`config.mk`:
```
export PLATFORM = sky130hd
export DESIGN_NAME = laguerre_polynomial_sequence_core_flat
export DESIGN_NICKNAME = d
export VERILOG_FILES = /design/src/rtl/lps_pkg.sv /design/src/rtl/lps_ifs.sv /design/src/rtl/lps_div_unit.sv /design/src/rtl/laguerre_polynomial_sequence_core.sv /design/src/flat_wrapper.sv
export VERILOG_INCLUDE_DIRS = /design/src /design/src/rtl
export SDC_FILE = /design/constraint.sdc
export NUM_CORES = 2
export LEC_CHECK = 0
export ABC_AREA = 0
export BUFFER_PORTS_ARGS = -buffer_cell sky130_fd_sc_hd__buf_2
export CORE_UTILIZATION = 44
export DETAILED_ROUTE_END_ITERATION = 8
export GPL_TIMING_DRIVEN = 0
export PLACE_DENSITY = 0.71
export SLEW_MARGIN = 20
export SYNTH_ARGS = -nofsm -noshare
export SYNTH_HDL_FRONTEND = slang
export SYNTH_SLANG_ARGS = --single-unit
```
`constraint.sdc`:
```
create_clock -name clk_i -period 22 [get_ports clk_i]
set_input_delay 4.4 -clock clk_i [delete_from_list [all_inputs] [get_ports clk_i]]
set_output_delay 4.4 -clock clk_i [all_outputs]
set_load 0.02 [all_outputs]
```
`src/rtl/laguerre_polynomial_sequence_core_assert.svh`:
```
// assertion macros for the laguerre sequence core
// bodies expect clk_i and rst_ni in the scope of the use
`ifndef LAGUERRE_POLYNOMIAL_SEQUENCE_CORE_ASSERT_SVH
`define LAGUERRE_POLYNOMIAL_SEQUENCE_CORE_ASSERT_SVH

`ifndef NO_ASSERTIONS

`define LPS_ASSERT(lbl, prop) \
  lbl: assert property (@(posedge clk_i) disable iff (!rst_ni) (prop)) \
    else $error("lps assertion failed");

`define LPS_ASSERT_NEXT(lbl, pre, post) \
  lbl: assert property (@(posedge clk_i) disable iff (!rst_ni) (pre) |=> (post)) \
    else $error("lps assertion failed");

`else

`define LPS_ASSERT(lbl, prop)

`define LPS_ASSERT_NEXT(lbl, pre, post)

`endif

`endif

```
`src/rtl/lps_pkg.sv`:
```
// shared widths, constants, types and states of the laguerre sequence core
// no dependencies
package lps_pkg;

  localparam int unsigned XW        = 32;
  localparam int unsigned ORD_W     = 6;
  localparam int unsigned VAL_W     = 64;
  localparam int unsigned ACC_W     = 2 * VAL_W;
  localparam int unsigned DIV_W     = ACC_W - 32;
  localparam int unsigned DIV_STEP  = 4;
  localparam int unsigned DIV_ITER  = DIV_W / DIV_STEP;
  localparam int unsigned DIV_CNT_W = $clog2(DIV_ITER);

  localparam logic [ORD_W-1:0] MAX_ORDER = ORD_W'(63);
  localparam logic [VAL_W-1:0] ONE_Q32   = 64'h0000_0001_0000_0000;
  localparam logic [VAL_W-1:0] SIGN64    = 64'h8000_0000_0000_0000;

  typedef struct packed {
    logic             start;
    logic [DIV_W-1:0] dividend;
    logic [ORD_W-1:0] divisor;
  } div_req_t;

  typedef struct packed {
    logic             done;
    logic [DIV_W-1:0] quotient;
  } div_rsp_t;

  typedef enum logic [2:0] {
    ST_IDLE,
    ST_OUT,
    ST_ALPHA,
    ST_SETUP,
    ST_MUL,
    ST_MAG,
    ST_DIV,
    ST_FIN
  } state_e;

endpackage

```
`src/rtl/lps_ifs.sv`:
```
// valid/ready channel interfaces for argument items and result items
// depends on lps_pkg
interface lps_in_if;
  logic                           valid;
  logic                           ready;
  logic signed [lps_pkg::XW-1:0]  x_arg;
  logic [lps_pkg::ORD_W-1:0]      top_order;

  modport source (output valid, x_arg, top_order, input ready);
  modport sink   (input valid, x_arg, top_order, output ready);
endinterface

interface lps_out_if;
  logic                             valid;
  logic                             ready;
  logic [lps_pkg::ORD_W-1:0]        order_index;
  logic signed [lps_pkg::VAL_W-1:0] poly_value;
  logic                             overflow;
  logic                             last;

  modport source (output valid, order_index, poly_value, overflow, last, input ready);
  modport sink   (input valid, order_index, poly_value, overflow, last, output ready);
endinterface

```
`src/rtl/lps_div_unit.sv`:
```
// iterative divider of a wide unsigned dividend by a small unsigned divisor
// four quotient bits per cycle, depends on lps_pkg
module lps_div_unit (
  input  logic              clk_i,
  input  logic              rst_ni,
  input  lps_pkg::div_req_t req_i,
  output lps_pkg::div_rsp_t rsp_o
);

  logic                            busy_q, busy_d;
  logic                            done_q, done_d;
  logic [lps_pkg::DIV_CNT_W-1:0]   cnt_q, cnt_d;
  logic [lps_pkg::ORD_W-1:0]       rem_q, rem_d;
  logic [lps_pkg::ORD_W-1:0]       dvs_q;
  logic [lps_pkg::DIV_W-1:0]       dq_q, dq_d;

  always_comb begin
    logic [lps_pkg::ORD_W:0]          t;
    logic [lps_pkg::ORD_W-1:0]        r;
    logic [lps_pkg::DIV_STEP-1:0]     qb;
    r  = rem_q;
    qb = '0;
    for (int b = 0; b < lps_pkg::DIV_STEP; b++) begin
      t = {r, dq_q[lps_pkg::DIV_W-1-b]};
      if (t >= {1'b0, dvs_q}) begin
        qb[lps_pkg::DIV_STEP-1-b] = 1'b1;
        r = lps_pkg::ORD_W'(t - {1'b0, dvs_q});
      end else begin
        r = t[lps_pkg::ORD_W-1:0];
      end
    end
    rem_d  = r;
    dq_d   = {dq_q[lps_pkg::DIV_W-lps_pkg::DIV_STEP-1:0], qb};
    busy_d = busy_q;
    done_d = 1'b0;
    cnt_d  = cnt_q;
    if (busy_q) begin
      cnt_d = cnt_q + lps_pkg::DIV_CNT_W'(1);
      if (cnt_q == lps_pkg::DIV_CNT_W'(lps_pkg::DIV_ITER - 1)) begin
        busy_d = 1'b0;
        done_d = 1'b1;
      end
    end
  end

  always_ff @(posedge clk_i or negedge rst_ni) begin
    if (!rst_ni) begin
      busy_q <= 1'b0;
      done_q <= 1'b0;
      cnt_q  <= '0;
    end else if (req_i.start) begin
      busy_q <= 1'b1;
      done_q <= 1'b0;
      cnt_q  <= '0;
    end else begin
      busy_q <= busy_d;
      done_q <= done_d;
      cnt_q  <= cnt_d;
    end
  end

  always_ff @(posedge clk_i) begin
    if (req_i.start) begin
      dq_q  <= req_i.dividend;
      rem_q <= '0;
      dvs_q <= req_i.divisor;
    end else if (busy_q) begin
      dq_q  <= dq_d;
      rem_q <= rem_d;
    end
  end

  assign rsp_o.done     = done_q;
  assign rsp_o.quotient = dq_q;

endmodule

```
`src/rtl/laguerre_polynomial_sequence_core.sv`:
```
// laguerre polynomial sequence core: L0(x)..Ln(x) in signed Q32.32, saturated
// L0 is valid in the cycle after the input transfer, L1 in the cycle after the L0 transfer;
// each later order is computed after the previous transfer in the alpha and setup states,
// the 32x32 partial product multiply, magnitude, divider at four bits a cycle, and finish
// a new argument is accepted only after the last order of the sequence has been transferred
// reset: asynchronous active low, returns to idle with the sequence state cleared
module laguerre_polynomial_sequence_core (
  input  logic      clk_i,
  input  logic      rst_ni,
  lps_in_if.sink    in_i,
  lps_out_if.source out_o
);

`include "laguerre_polynomial_sequence_core_assert.svh"

  lps_pkg::state_e              state_q, state_d;

  logic [lps_pkg::VAL_W-1:0]    prev_q, curr_q, one_mx_q;
  logic [lps_pkg::ORD_W-1:0]    step_q, top_q;
  logic                         sat_q;

  logic [lps_pkg::VAL_W-1:0]    alpha_q;
  logic [lps_pkg::VAL_W-1:0]    mag_a0_q, mag_b0_q, mag_a1_q, mag_b1_q;
  logic                         neg0_q, neg1_q;

  logic [3:0]                   mcnt_q;
  logic [lps_pkg::VAL_W-1:0]    prod_q;
  logic                         prod_vld_q, prod_neg_q;
  logic [1:0]                   prod_sh_q;
  logic [lps_pkg::ACC_W-1:0]    acc_q;
  logic                         neg_q;

  lps_pkg::div_req_t            div_req;
  lps_pkg::div_rsp_t            div_rsp;

  logic                         in_xfer, out_xfer, out_last;
  logic [lps_pkg::ORD_W-1:0]    top_clamp;
  logic [lps_pkg::VAL_W-1:0]    xq;
  logic [31:0]                  a_h, b_h;
  logic [lps_pkg::VAL_W-1:0]    opa, opb, prod_d;
  logic [lps_pkg::ACC_W-1:0]    ext, acc_mag;
  logic [lps_pkg::VAL_W-1:0]    limit, qlo, v_next;
  logic                         sat_now;

  assign in_xfer   = in_i.valid && in_i.ready;
  assign out_xfer  = out_o.valid && out_o.ready;
  assign out_last  = (step_q == top_q);
  assign top_clamp = (in_i.top_order > lps_pkg::MAX_ORDER) ? lps_pkg::MAX_ORDER
                                                           : in_i.top_order;
  assign xq        = {{16{in_i.x_arg[lps_pkg::XW-1]}}, in_i.x_arg, 16'b0};

  // partial product select
  assign opa    = mcnt_q[2] ? mag_a1_q : mag_a0_q;
  assign opb    = mcnt_q[2] ? mag_b1_q : mag_b0_q;
  assign a_h    = mcnt_q[1] ? opa[63:32] : opa[31:0];
  assign b_h    = mcnt_q[0] ? opb[63:32] : opb[31:0];
  assign prod_d = {32'b0, a_h} * {32'b0, b_h};

  always_comb begin
    case (prod_sh_q)
      2'd0:    ext = {64'b0, prod_q};
      2'd1:    ext = {32'b0, prod_q, 32'b0};
      2'd2:    ext = {prod_q, 64'b0};
      default: ext = '0;
    endcase
  end

  assign acc_mag = acc_q[lps_pkg::ACC_W-1] ? (~acc_q + lps_pkg::ACC_W'(1)) : acc_q;

  assign qlo     = div_rsp.quotient[lps_pkg::VAL_W-1:0];
  assign limit   = neg_q ? lps_pkg::SIGN64 : (lps_pkg::SIGN64 - lps_pkg::VAL_W'(1));
  assign sat_now = (div_rsp.quotient[lps_pkg::DIV_W-1:lps_pkg::VAL_W] != '0) || (qlo > limit);
  assign v_next  = sat_now ? limit : (neg_q ? (~qlo + lps_pkg::VAL_W'(1)) : qlo);

  assign div_req.start    = (state_q == lps_pkg::ST_MAG);
  assign div_req.dividend = acc_mag[lps_pkg::ACC_W-1:32];
  assign div_req.divisor  = step_q + lps_pkg::ORD_W'(1);

  // next state
  always_comb begin
    state_d = state_q;
    case (state_q)
      lps_pkg::ST_IDLE:  if (in_xfer) state_d = lps_pkg::ST_OUT;
      lps_pkg::ST_OUT: begin
        if (out_xfer) begin
          if (out_last)                state_d = lps_pkg::ST_IDLE;
          else if (step_q == '0)       state_d = lps_pkg::ST_OUT;
          else                         state_d = lps_pkg::ST_ALPHA;
        end
      end
      lps_pkg::ST_ALPHA: state_d = lps_pkg::ST_SETUP;
      lps_pkg::ST_SETUP: state_d = lps_pkg::ST_MUL;
      lps_pkg::ST_MUL:   if (mcnt_q[3]) state_d = lps_pkg::ST_MAG;
      lps_pkg::ST_MAG:   state_d = lps_pkg::ST_DIV;
      lps_pkg::ST_DIV:   if (div_rsp.done) state_d = lps_pkg::ST_FIN;
      lps_pkg::ST_FIN:   state_d = lps_pkg::ST_OUT;
      default:           state_d = lps_pkg::ST_IDLE;
    endcase
  end

  // handshake control
  always_comb begin
    in_i.ready    = 1'b0;
    out_o.valid   = 1'b0;
    case (state_q)
      lps_pkg::ST_IDLE: in_i.ready    = 1'b1;
      lps_pkg::ST_OUT:  out_o.valid   = 1'b1;
      default: begin
        in_i.ready    = 1'b0;
        out_o.valid   = 1'b0;
      end
    endcase
  end

  always_ff @(posedge clk_i or negedge rst_ni) begin
    if (!rst_ni) begin
      state_q    <= lps_pkg::ST_IDLE;
      step_q     <= '0;
      top_q      <= '0;
      sat_q      <= 1'b0;
      prev_q     <= '0;
      curr_q     <= '0;
      mcnt_q     <= '0;
      prod_vld_q <= 1'b0;
    end else begin
      state_q    <= state_d;
      prod_vld_q <= (state_q == lps_pkg::ST_MUL) && !mcnt_q[3];
      case (state_q)
        lps_pkg::ST_IDLE: begin
          if (in_xfer) begin
            top_q  <= top_clamp;
            step_q <= '0;
            sat_q  <= 1'b0;
            prev_q <= '0;
            curr_q <= lps_pkg::ONE_Q32;
          end
        end
        lps_pkg::ST_OUT: begin
          if (out_xfer && !out_last && step_q == '0) begin
            prev_q <= curr_q;
            curr_q <= one_mx_q;
            step_q <= lps_pkg::ORD_W'(1);
          end
        end
        lps_pkg::ST_SETUP: mcnt_q <= '0;
        lps_pkg::ST_MUL:   mcnt_q <= mcnt_q + 4'd1;
        lps_pkg::ST_FIN: begin
          prev_q <= curr_q;
          curr_q <= v_next;
          step_q <= step_q + lps_pkg::ORD_W'(1);
          if (sat_now) sat_q <= 1'b1;
        end
        default: mcnt_q <= mcnt_q;
      endcase
    end
  end

  always_ff @(posedge clk_i) begin
    if (in_xfer) one_mx_q <= lps_pkg::ONE_Q32 - xq;
    if (state_q == lps_pkg::ST_ALPHA) begin
      alpha_q <= {25'b0, step_q, 1'b0, 32'b0} + one_mx_q;
    end
    if (state_q == lps_pkg::ST_SETUP) begin
      mag_a0_q <= alpha_q[63] ? (~alpha_q + 64'd1) : alpha_q;
      mag_b0_q <= curr_q[63] ? (~curr_q + 64'd1) : curr_q;
      mag_a1_q <= {26'b0, step_q, 32'b0};
      mag_b1_q <= prev_q[63] ? (~prev_q + 64'd1) : prev_q;
      neg0_q   <= alpha_q[63] ^ curr_q[63];
      neg1_q   <= !prev_q[63];
      acc_q    <= '0;
    end else if (prod_vld_q) begin
      acc_q <= prod_neg_q ? (acc_q - ext) : (acc_q + ext);
    end
    if (state_q == lps_pkg::ST_MUL) begin
      prod_q     <= prod_d;
      prod_neg_q <= mcnt_q[2] ? neg1_q : neg0_q;
      prod_sh_q  <= {1'b0, mcnt_q[1]} + {1'b0, mcnt_q[0]};
    end
    if (state_q == lps_pkg::ST_MAG) neg_q <= acc_q[lps_pkg::ACC_W-1];
  end

  lps_div_unit u_div (
    .clk_i  (clk_i),
    .rst_ni (rst_ni),
    .req_i  (div_req),
    .rsp_o  (div_rsp)
  );

  assign out_o.order_index = step_q;
  assign out_o.poly_value  = curr_q;
  assign out_o.overflow    = sat_q;
  assign out_o.last        = out_last;

  `LPS_ASSERT(a_no_accept_while_holding, !(in_i.ready && out_o.valid))
  `LPS_ASSERT_NEXT(a_first_is_order_zero, in_xfer,
                   out_o.valid && out_o.order_index == '0 && !out_o.overflow)
  `LPS_ASSERT_NEXT(a_last_frees_input, out_xfer && out_o.last, in_i.ready)
  `LPS_ASSERT(a_div_done_in_div, !div_rsp.done || state_q == lps_pkg::ST_DIV)

endmodule
```
`src/flat_wrapper.sv`:
```
// flat-port wrapper written by rule: the top's interface ports become plain ports
module laguerre_polynomial_sequence_core_flat 
  (clk_i, rst_ni, in_i_valid, in_i_x_arg, in_i_top_order, in_i_ready, out_o_valid, out_o_order_index, out_o_poly_value, out_o_overflow, out_o_last, out_o_ready);
  lps_in_if in_i_i ();
  lps_out_if out_o_i ();
  input  logic clk_i;
  input  logic rst_ni;
  input wire logic [$bits(in_i_i.valid)-1:0] in_i_valid;
  input wire logic [$bits(in_i_i.x_arg)-1:0] in_i_x_arg;
  input wire logic [$bits(in_i_i.top_order)-1:0] in_i_top_order;
  output wire logic [$bits(in_i_i.ready)-1:0] in_i_ready;
  output wire logic [$bits(out_o_i.valid)-1:0] out_o_valid;
  output wire logic [$bits(out_o_i.order_index)-1:0] out_o_order_index;
  output wire logic [$bits(out_o_i.poly_value)-1:0] out_o_poly_value;
  output wire logic [$bits(out_o_i.overflow)-1:0] out_o_overflow;
  output wire logic [$bits(out_o_i.last)-1:0] out_o_last;
  input wire logic [$bits(out_o_i.ready)-1:0] out_o_ready;
  assign in_i_i.valid = in_i_valid;
  assign in_i_i.x_arg = in_i_x_arg;
  assign in_i_i.top_order = in_i_top_order;
  assign in_i_ready = in_i_i.ready;
  assign out_o_valid = out_o_i.valid;
  assign out_o_order_index = out_o_i.order_index;
  assign out_o_poly_value = out_o_i.poly_value;
  assign out_o_overflow = out_o_i.overflow;
  assign out_o_last = out_o_i.last;
  assign out_o_i.ready = out_o_ready;
  laguerre_polynomial_sequence_core u_core (.clk_i(clk_i), .rst_ni(rst_ni), .in_i(in_i_i), .out_o(out_o_i));
endmodule
```
==> results_dict.tcl <==
set metrics [dict create \
    status "finished, final reports clean" \
    crit_top_cell "fa_1" \
    cts_tree "built" \
    r2r-start "u_core.mcnt_q[2]$_DFFE_PN0P_" \
    ys_top_cells_by_count "1103 x nor2_1, 1055 x inv_1, 957 x nand2_1" \
    grt_pass1_vias 73000 \
    cp_max_fo 10 \
    final_cells 12100 \
    grt_usage 0.391 \
    grt_start_max_net_pins 93 \
    end_kind "flop" \
    antenna_found_initial 14 \
    cts.sinks 725 \
    slowest_delay_ns 0.83 \
    dieArea_um2 189000 \
    critical_path_class "reg2reg" \
    min_period_over_period 0.607 \
    synthesis.yosys.warnings 0 \
    hold_path_class "reg2reg" \
    numCtsBuffers 85 \
    synth_top_area_frac 0.219 \
    crit_family "adder cells" \
    post-place-cells 12000 \
    fill_cells 18000 \
    drt-total-wl_um 375000 \
    first_pass_iters 6 \
    io_buffers 115 \
    path_buf_inv 8 \
    postRouteAntennaNets 0 \
    cp_data_arrival_time_ns 13.83 \
    synth-edff-count 435 \
    synth_cells 9354 \
    setup_viol 0 \
    syn_area_um2 82600 \
    worstPathRequired_ns 22.47 \
    hold_viol 0 \
    synthTopCellsByArea "fa_1 22%, edfxtp_1 16%, ha_1 7.5%" \
    synth_top_area_cell "fa_1" \
    synth.most_common_cell "nor2_1" \
    fin_nets 11000 \
    rsz0062_at_grt "no" \
    htreeDepth 3 \
    setup_tns_ns 0 \
    slew_headroom 0.107 \
    cts_hold_buffers 0 \
    drive_above_1_share 0.0538 \
    timing.final.crit_period_ns 13.35 \
    place_congestion 1.07 \
    synthFlopType "edfxtp_1" \
    via_per_inst 6.10 \
    maxSlewViolCount 0 \
    rows 158 \
    die_x_um 435 \
    grt_pass1_wl_um 531000 \
    maxCapViolations 0 \
    cts.repair.resized 0 \
    hpwlAfterDp_um 304000 \
    fmax_ghz 0.0749 \
    slowest_stage "clkbuf_1" \
    ctsRootBufferMaster "clkbuf_16" \
    ys_seq_elements 725 \
    core_area_um2 186000 \
    die_h_um 435 \
    seqCellArea_um2 19600 \
    avgSynthCellArea_um2 8.83 \
    startpoint "u_core.mcnt_q[2]$_DFFE_PN0P_" \
    ys_seq_area_frac 0.238 \
    multi_input_area_um2 57100 \
    ys_async_sr_fraction 0.215 \
    vias 74000 \
    ys_types 88 \
    io_pins 116 \
    finClkSkew_ns 0.0595 \
    clockBufferDepth 3 \
    post_cts_buffers 0 \
    grt_remaining_overflow 0 \
    final_core_util 0.484 \
    clk_pin_slew_ns 0.06 \
    worstMarginPinSlew_ns 1.34 \
    syn_nets 10800 \
    start_util 0.444 \
    syn_to_final_growth_pct 8.92 \
    start_kind "flop" \
    min-delay-start "u_core.prev_q[0]$_DFFE_PN0P_" \
    initialDrtViolationCount 8323 \
    clk-insertion-delay-late_ns 0.75 \
    avgRoutedWirePerCell_um 30.8 \
    drc_errors 0 \
]
==> sequential cells by signal, indices dropped and copies added (netlist names), 2 cells and up <==
name	flops
u_core.acc_q	128
u_core.alpha_q	48
u_core.mag_a0_q	48
u_core.mag_a1_q	6
u_core.mag_b0_q	64
u_core.mag_b1_q	64
u_core.mcnt_q	4
u_core.one_mx_q	33
u_core.out_o.order_index	6
u_core.out_o.poly_value	64
u_core.prev_q	64
u_core.prod_q	64
u_core.prod_sh_q	2
u_core.state_q	3
u_core.top_q	6
u_core.u_div.cnt_q	5
u_core.u_div.dq_q	96
u_core.u_div.dvs_q	6
u_core.u_div.rem_q	6
==> placed cells by master, fill, tap and decap left out, types with 47 or more instances in the layout <==
cell type	count
a21o_1	144
a21oi_1	440
a22o_1	79
a31oi_1	64
and2_1	48
and3_1	65
buf_2	121
clkbuf_1	470
clkbuf_16	85
dfrtp_1	156
dfxtp_1	134
edfxtp_1	435
fa_1	902
ha_1	494
inv_1	1054
mux2_2	84
mux2i_1	169
nand2_1	957
nand2b_1	70
nand3_1	143
nand4_1	120
nor2_1	1097
nor2b_1	47
nor3_1	156
nor4_1	75
o21a_1	63
o21ai_0	472
o21bai_1	62
o31ai_1	99
or2_2	62
or3_1	96
or4_1	48
xnor2_1	386
xor2_1	211
==> cell type report <==
type                    count  share of cell area
diodes                      8            0.000223
plain buffers             529              0.0225
clock buffers             111              0.0260
clock inverters            49             0.00806
inverters                1059              0.0442
multi-input cells        7041               0.634
flip-flops and latches    725               0.219
well taps                2480              0.0345
repair buffers            141              0.0115
==> metrics by stage <==
step	setup slack, ns	cell area (um^2)	hold WS (ns)
after floorplan	12.54	82600	0.417
after global placement	7.71	86200	0.460
after detailed placement	8.70	86800	0.471
after CTS	8.68	89900	0.486
after global routing	8.23	89900	0.493
final	8.65	89900	0.489
==> worst paths after layout <==
check                      slack (ns)  cells after the start                                       to
max reg2reg                      8.65                     32              u_core.prod_q[63]$_DFFE_PP_
min                              0.49                      0             u_core.mag_b1_q[0]$_DFFE_PN_
max                              8.65                     32              u_core.prod_q[63]$_DFFE_PP_
min reg2reg                      0.49                      0             u_core.mag_b1_q[0]$_DFFE_PN_
min in group asynchronous        3.65                      1  u_core.out_o.order_index[4]$_DFFE_PN0P_
max in group asynchronous       17.43                      2            u_core.prev_q[27]$_DFFE_PN0P_
==> kinds of logic (layout without fill, tap and decap cells) <==
group / Yosys count / after routing / synth area share
other: 0 / 8 / 0
buffers and inverters: 1588 / 1889 / 0.0723
muxes: 257 / 257 / 0.0330
and+or+nand+nor: 3051 / 3051 / 0.167
xor gates and xnor gates: 597 / 597 / 0.0633
AOI/OAI and AO/OA: 1740 / 1740 / 0.133
adders and majority gates: 1396 / 1396 / 0.294
DFF: 725 / 725 / 0.238
==> routing by layer <==
metal | wire (um) | global-route usage
met1 | 144000 | 0.495
met2 | 164000 | 0.599
met3 | 37700 | 0.0910
met4 | 29300 | 0.251
met5 | 187 | 0.00403
Power is left out: the tool's default activity adds up to more than one toggle a clock period on the data nets, which glitch-free logic cannot reach.
